[config.mk]
export PLATFORM = sky130hd
export DESIGN_NAME = wsg_div
export DESIGN_NICKNAME = d
export VERILOG_FILES = /design/src/rtl/waveform_sample_generator_unit_macros.svh /design/src/rtl/wsg_pkg.sv /design/src/rtl/wsg_div.sv
export SDC_FILE = /design/constraint.sdc
export NUM_CORES = 2
export LEC_CHECK = 0
export BUFFER_PORTS_ARGS = -buffer_cell sky130_fd_sc_hd__buf_2
export CAP_MARGIN = 20
export CORE_ASPECT_RATIO = 1.75
export CORE_UTILIZATION = 45
export DETAILED_ROUTE_END_ITERATION = 10
export GPL_ROUTABILITY_DRIVEN = 0
export PLACE_DENSITY = 0.57
export SYNTH_ARGS = -nofsm -noshare
export SYNTH_HDL_FRONTEND = slang
export SYNTH_SLANG_ARGS = --single-unit
[constraint.sdc]
create_clock -name clk -period 3.58 [get_ports clk]
set_input_delay 0 -clock clk [delete_from_list [all_inputs] [get_ports clk]]
set_output_delay 0 -clock clk [all_outputs]
set_load 0.02 [all_outputs]
[src/rtl/waveform_sample_generator_unit_macros.svh]
// assertion macros for the waveform sample generator
`ifndef WAVEFORM_SAMPLE_GENERATOR_UNIT_MACROS_SVH
`define WAVEFORM_SAMPLE_GENERATOR_UNIT_MACROS_SVH

// same-cycle implication
`define WSG_ASSERT_NOW(lbl, ante, cons, msg) \
	lbl: assert property (@(posedge clk) disable iff (!arst_n) (ante) |-> (cons)) else $error(msg);

// next-cycle implication
`define WSG_ASSERT_NEXT(lbl, ante, cons, msg) \
	lbl: assert property (@(posedge clk) disable iff (!arst_n) (ante) |=> (cons)) else $error(msg);

`endif

[src/rtl/wsg_pkg.sv]
// shared types, constants and sine table for the waveform sample generator
`default_nettype none
package wsg_pkg;
	localparam int unsigned SAMPLE_RATE_HZ = 44100;
	localparam int unsigned MAX_PERIOD     = 4096;
	localparam int unsigned TABLE_DEPTH    = 256;
	localparam int unsigned SINE_ROM_DEPTH = 256;

	localparam int unsigned NUM_W     = 22;
	localparam int unsigned DEN_W     = 16;
	localparam int unsigned DIV_STEPS = NUM_W;

	localparam logic [2:0] MODE_SQUARE = 3'd0;
	localparam logic [2:0] MODE_SAW    = 3'd1;
	localparam logic [2:0] MODE_TRI    = 3'd2;
	localparam logic [2:0] MODE_SINE   = 3'd3;
	localparam logic [2:0] MODE_CUSTOM = 3'd4;

	localparam logic CFG_MODE = 1'b0;
	localparam logic CFG_LEN  = 1'b1;

	localparam longint unsigned Q30_ONE     = 64'd1073741824;
	localparam longint unsigned HALF_PI_Q30 = 64'd1686629713;

	typedef logic [7:0] sine_rom_t [0:SINE_ROM_DEPTH];

	typedef struct packed {
		logic        req;
		logic [11:0] k;
		logic [2:0]  mode;
		logic [8:0]  len;
		logic [7:0]  addr;
		logic [7:0]  data;
		logic [15:0] freq;
		logic [12:0] period;
		logic        err;
		logic [7:0]  val;
		logic        use_d3;
		logic        beyond;
		logic [7:0]  pos;
	} wsg_ctx_t;

	// shift-subtract division, only evaluated while the sine table is built
	function automatic longint unsigned udiv_elab(input longint unsigned a,
			input longint unsigned b);
		longint unsigned quo;
		longint unsigned rem;
		quo = 0;
		rem = 0;
		for (int i = 63; i >= 0; i--) begin
			rem = {rem[62:0], a[i]};
			quo = quo << 1;
			if (rem >= b) begin
				rem    = rem - b;
				quo[0] = 1'b1;
			end
		end
		return quo;
	endfunction

	// round(128*sin(x)), x in q30, taylor series to the 11th power
	function automatic logic [7:0] sine_entry(input longint unsigned x);
		longint unsigned term;
		longint unsigned pos;
		longint unsigned neg;
		longint unsigned s;
		term = x;
		pos  = x;
		neg  = 0;
		for (int n = 1; n <= 5; n++) begin
			term = (term * x) >> 30;
			term = (term * x) >> 30;
			term = udiv_elab(term, longint'((2 * n) * (2 * n + 1)));
			if (n % 2 == 1) begin
				neg += term;
			end else begin
				pos += term;
			end
		end
		s = (pos > neg) ? pos - neg : 0;
		return 8'((s * 128 + Q30_ONE / 2) >> 30);
	endfunction

	function automatic sine_rom_t build_sine_rom();
		sine_rom_t rom;
		for (int q = 0; q <= SINE_ROM_DEPTH; q++) begin
			rom[q] = sine_entry((longint'(q) * HALF_PI_Q30) / SINE_ROM_DEPTH);
		end
		return rom;
	endfunction

	localparam sine_rom_t SINE_ROM = build_sine_rom();
endpackage
`default_nettype wire

[src/rtl/wsg_div.sv]
// pipelined restoring divider, one quotient bit per stage, context travels alongside
`default_nettype none
module wsg_div (
	input  wire logic                      clk,
	input  wire logic                      arst_n,
	input  wire logic                      en,
	input  wire logic                      in_vld,
	input  wire logic [wsg_pkg::NUM_W-1:0] num,
	input  wire logic [wsg_pkg::DEN_W-1:0] den,
	input  wire wsg_pkg::wsg_ctx_t         ctx_in,
	output logic                           out_vld,
	output logic [wsg_pkg::NUM_W-1:0]      quo,
	output wsg_pkg::wsg_ctx_t              ctx_out
);
	import wsg_pkg::*;

	logic               vld_s [0:DIV_STEPS];
	logic [NUM_W-1:0]   num_s [0:DIV_STEPS];
	logic [DEN_W-1:0]   den_s [0:DIV_STEPS];
	logic [DEN_W-1:0]   rem_s [0:DIV_STEPS];
	logic [NUM_W-1:0]   quo_s [0:DIV_STEPS];
	wsg_ctx_t           ctx_s [0:DIV_STEPS];

	always_ff @(posedge clk or negedge arst_n) begin
		if (!arst_n) begin
			vld_s[0] <= 1'b0;
		end else if (en) begin
			vld_s[0] <= in_vld;
		end
	end

	always_ff @(posedge clk) begin
		if (en) begin
			num_s[0] <= num;
			den_s[0] <= den;
			rem_s[0] <= '0;
			quo_s[0] <= '0;
			ctx_s[0] <= ctx_in;
		end
	end

	for (genvar g = 1; g <= DIV_STEPS; g++) begin : g_step
		logic [DEN_W:0] trial;
		logic [DEN_W:0] diff;
		logic           ge;

		always_comb begin
			trial = {rem_s[g-1], num_s[g-1][NUM_W-g]};
			diff  = trial - {1'b0, den_s[g-1]};
			ge    = trial >= {1'b0, den_s[g-1]};
		end

		always_ff @(posedge clk or negedge arst_n) begin
			if (!arst_n) begin
				vld_s[g] <= 1'b0;
			end else if (en) begin
				vld_s[g] <= vld_s[g-1];
			end
		end

		always_ff @(posedge clk) begin
			if (en) begin
				num_s[g] <= num_s[g-1];
				den_s[g] <= den_s[g-1];
				rem_s[g] <= ge ? diff[DEN_W-1:0] : trial[DEN_W-1:0];
				quo_s[g] <= {quo_s[g-1][NUM_W-2:0], ge};
				ctx_s[g] <= ctx_s[g-1];
			end
		end
	end

	assign out_vld = vld_s[DIV_STEPS];
	assign quo     = quo_s[DIV_STEPS];
	assign ctx_out = ctx_s[DIV_STEPS];
endmodule
`default_nettype wire

==> flow_metrics.py <==
metrics = {
    "detailed_routing": {
        "drtIter0Drc": 2582,
        "total_number_of_vias": 53100,
        "routed_wirelength_um": 188000,
        "length_of_the_first_detailed_routing_pass_in_iterations": 6,
        "vias_per_cell": 4.93,
        "drt_drc_violations_left": 0,
        "avgRoutedWirePerCell_um": 17.5,
        "antenna_violating_nets_post_route": 0,
    },
    "worst_setup_path": {
        "critical_path_required_ns": 4.10,
        "cp_data_arrival_time_ns": 3.91,
        "cp_max_fo": 17,
        "crit_type": "reg -> reg",
        "critical_path.endpoint_type": "flip-flop",
        "critPathLaunchType": "flip-flop",
        "ff2ff_setup_slack_ns": 0.19,
    },
    "layout": {
        "leading_cell_type_in_the_layout_fill_and_taps_excluded": "sky130_fd_sc_hd__edfxtp_1",
        "final_cell_mix": "sky130_fd_sc_hd__edfxtp_1 (3,241), sky130_fd_sc_hd__inv_1 (439), sky130_fd_sc_hd__ha_1 (338)",
        "synthToLayoutAreaGrowth_pct": 16.3,
        "proportion_of_layout_cells_with_a_drive_suffix_above_1_pct": 15.1,
        "final_nets": 7529,
        "finish.cell_count_without_fillers": 10800,
    },
    "placed_design": {
        "dp.final_hpwl_um": 121000,
        "placed_cells": 9974,
        "buffer_ports.inserted": 242,
    },
    "logic_synthesis": {
        "number_of_flops_mapped_to_enable_cells_by_yosys": 3241,
        "postSynthRegisterBits": 3264,
        "syn-mean-instance-area_um2": 19.3,
        "synth_top_flop_cell": "sky130_fd_sc_hd__edfxtp_1",
        "netlist_area_mm2": 0.118,
        "synthesis.nets": 6629,
        "asr_flop_ratio_synth_pct": 0.705,
        "ys_seq_area_share_pct": 82.8,
        "synth.yosys.warnings": 0,
        "postSynthCellCount": 6140,
        "netlist-cell-type-count": 82,
    },
    "floorplanning": {
        "die-area_mm2": 0.265,
        "die_x_extent_um": 389,
        "core_area_mm2": 0.261,
        "fp-row-count": 248,
        "initial_core_util_pct": 45.3,
        "die_h_um": 680,
        "pin_count": 243,
    },
    "timing": {
        "maxClockFrequency_mhz": 295,
        "timing.final.crit_period_ns": 3.39,
        "timing.final.hold_violations": 0,
        "max_slew.worst_pin.slew_ns": 1.07,
        "final_min_period_over_clock_period_pct": 94.6,
        "setup_total_negative_slack_ns": 0,
        "setup_viol_count_final": 0,
        "timing.max_slew.rel_slack_pct": 28.8,
        "timing.final.max_slew_violations": 0,
        "timing.clock.skew_ns": 0.0760,
        "rsz_0062_raised_after_global_routing": "no",
    },
    "clocking": {
        "cts_made_buffers": 304,
        "clock_tree.htree_level_count": 5,
        "postCtsSetupRepairBufs": 0,
        "clock_sinks": 3264,
        "cts-root-buf": "sky130_fd_sc_hd__clkbuf_16",
        "cts.reportedPaths.clkPinSlew_ns": 0.06,
        "ctsLongestPathBuffers": 4,
        "cts_tree": "built",
        "clk-insertion-delay-late_ns": 0.85,
    },
    "global_routing": {
        "grt_overflow": 0,
        "first_pass_grt_wire_length_um": 296000,
        "vias_in_the_first_global_route": 56300,
        "grt_antenna_before_repair": 4,
        "grt_util_all_layers_pct": 14.1,
        "grt_start_max_net_pins": 156,
    },
    "power_and_ir_drop": {
        "max-vdd-ir-drop_uv": 475,
        "power_density_mw_per_mm2": 739,
        "power.static_leakage_nw": 50.1,
    },
    "run_status": {
        "status": "finished clean",
    },
    "worst_hold_path": {
        "min_path_type": "in -> async",
    },
    "job": {
        "cap_violations": 0,
    },
}
## final cells by class
type                    instances  area [um2]
inverters                     441        1660
diodes                          2        5.00
well taps                    3500        4380
fillers                     20700      123000
clock inverters               178        1730
repair buffers                645        5380
flip-flops and latches       3264       97900
clock buffers                 358        7950
multi-input cells            2384       18500
## metal layers
metal  vias to the layer above  part of all wire, %  wire [um]  track usage (%)
met5                         -                    0          0                0
met4                         0                  6.2      11700             8.82
met3                       538                  3.5       6540             2.39
met2                       982                   55     104000             27.0
met1                     26100                   35      65600             13.9
li1                      25400                    -          -                -
## cell families after synthesis
family / count (synthesis) / synth area share, %
adders and majority gates: 358 / 3.92
AOI/OAI and AO/OA: 728 / 4.10
muxes: 283 / 2.70
buffers and inverters: 492 / 1.60
xor gates and xnor gates: 228 / 1.69
and+or+nand+nor: 787 / 3.19
DFF: 3264 / 82.8
## sequential cells by signal (all words and copies together), names as in the netlist
signal   count
ctx_s     2047
den_s      352
num_s      253
out_vld      1
quo_s      253
rem_s      336
vld_s       22
## timing repair
item                                    4_1_cts  5_1_grt
resized for setup                             0        4
endpoints found under the hold margin       671        0
hold buffers                                259        0
endpoints found under the setup margin        0       19
## power by group
group / switching, mW / leakage, nW / internal (mW)
clock network: 13.4 / 4.74 / 18.1
registers: 1.73 / 32.0 / 47.5
logic: 11.3 / 13.3 / 9.65
total: 26.4 / 50.1 / 75.2
## final timing paths
kind	from	endpoint	cells past startpoint
min in group clk	en	ctx_s[0][41]	2
worst max register to register	den_s[8][1]	rem_s[1][23]	11
worst min-delay path	arst_n	vld_s[5]	3
worst min register to register	ctx_s[3][56]	ctx_s[4][56]	0
worst max-delay path	den_s[8][1]	rem_s[1][23]	11
max in group asynchronous	arst_n	vld_s[13]	4
## synthesized netlist by cell type, types with 16 or more instances
master | count | share of area (%)
sky130_fd_sc_hd__edfxtp_1 | 3241 | 82
sky130_fd_sc_hd__inv_1 | 439 | 1.4
sky130_fd_sc_hd__ha_1 | 338 | 3.6
sky130_fd_sc_hd__nor2_1 | 239 | 0.76
sky130_fd_sc_hd__mux2_2 | 230 | 2.2
sky130_fd_sc_hd__a21oi_1 | 199 | 0.84
sky130_fd_sc_hd__nand2_1 | 178 | 0.57
sky130_fd_sc_hd__xnor2_1 | 155 | 1.1
sky130_fd_sc_hd__o21ai_0 | 140 | 0.59
sky130_fd_sc_hd__a21o_1 | 82 | 0.52
sky130_fd_sc_hd__xor2_1 | 73 | 0.54
sky130_fd_sc_hd__nor3_1 | 72 | 0.30
sky130_fd_sc_hd__nor2b_1 | 59 | 0.31
sky130_fd_sc_hd__nand3_1 | 57 | 0.24
sky130_fd_sc_hd__o21a_1 | 47 | 0.30
sky130_fd_sc_hd__mux2i_1 | 39 | 0.33
sky130_fd_sc_hd__nand4_1 | 39 | 0.21
sky130_fd_sc_hd__a31oi_1 | 32 | 0.17
sky130_fd_sc_hd__clkbuf_1 | 30 | 0.095
sky130_fd_sc_hd__nand2b_1 | 27 | 0.14
sky130_fd_sc_hd__and3_1 | 24 | 0.13
sky130_fd_sc_hd__o211ai_1 | 24 | 0.15
sky130_fd_sc_hd__dfrtp_1 | 23 | 0.49
sky130_fd_sc_hd__a211oi_1 | 20 | 0.13
sky130_fd_sc_hd__fa_1 | 20 | 0.34
sky130_fd_sc_hd__or3_1 | 20 | 0.11
sky130_fd_sc_hd__nor4_1 | 19 | 0.10
sky130_fd_sc_hd__buf_2 | 18 | 0.076
sky130_fd_sc_hd__a21boi_0 | 16 | 0.10
## worst max-delay path: stages, from the launching register on
cell                       delay (ns)
sky130_fd_sc_hd__edfxtp_1        0.40
sky130_fd_sc_hd__inv_1           0.06
sky130_fd_sc_hd__ha_1            0.28
sky130_fd_sc_hd__nor2b_1         0.12
sky130_fd_sc_hd__o21ai_0         0.11
sky130_fd_sc_hd__a21oi_1         0.27
sky130_fd_sc_hd__o41ai_1         0.15
sky130_fd_sc_hd__buf_4           0.19
sky130_fd_sc_hd__a21oi_1         0.13
sky130_fd_sc_hd__nor2b_1         0.08
sky130_fd_sc_hd__o21ai_2         0.83
sky130_fd_sc_hd__mux2_2          0.44
## metrics by stage
stage	utilization [%]	hold WS, ns	total power, mW	setup WS (ns)	cell area, um2
finish	52.7	0.136	102	0.194	137000
detailed placement	48.0	-0.00113	70.6	0.230	125000
floorplan	-	-0.296	64.2	0.392	118000
CTS	52.7	0.164	103	0.174	137000
global placement	48.0	-0.0102	69.7	0.271	125000
global route	52.7	0.0903	107	0.0232	137000
Power figures use the tool's default switching activity.
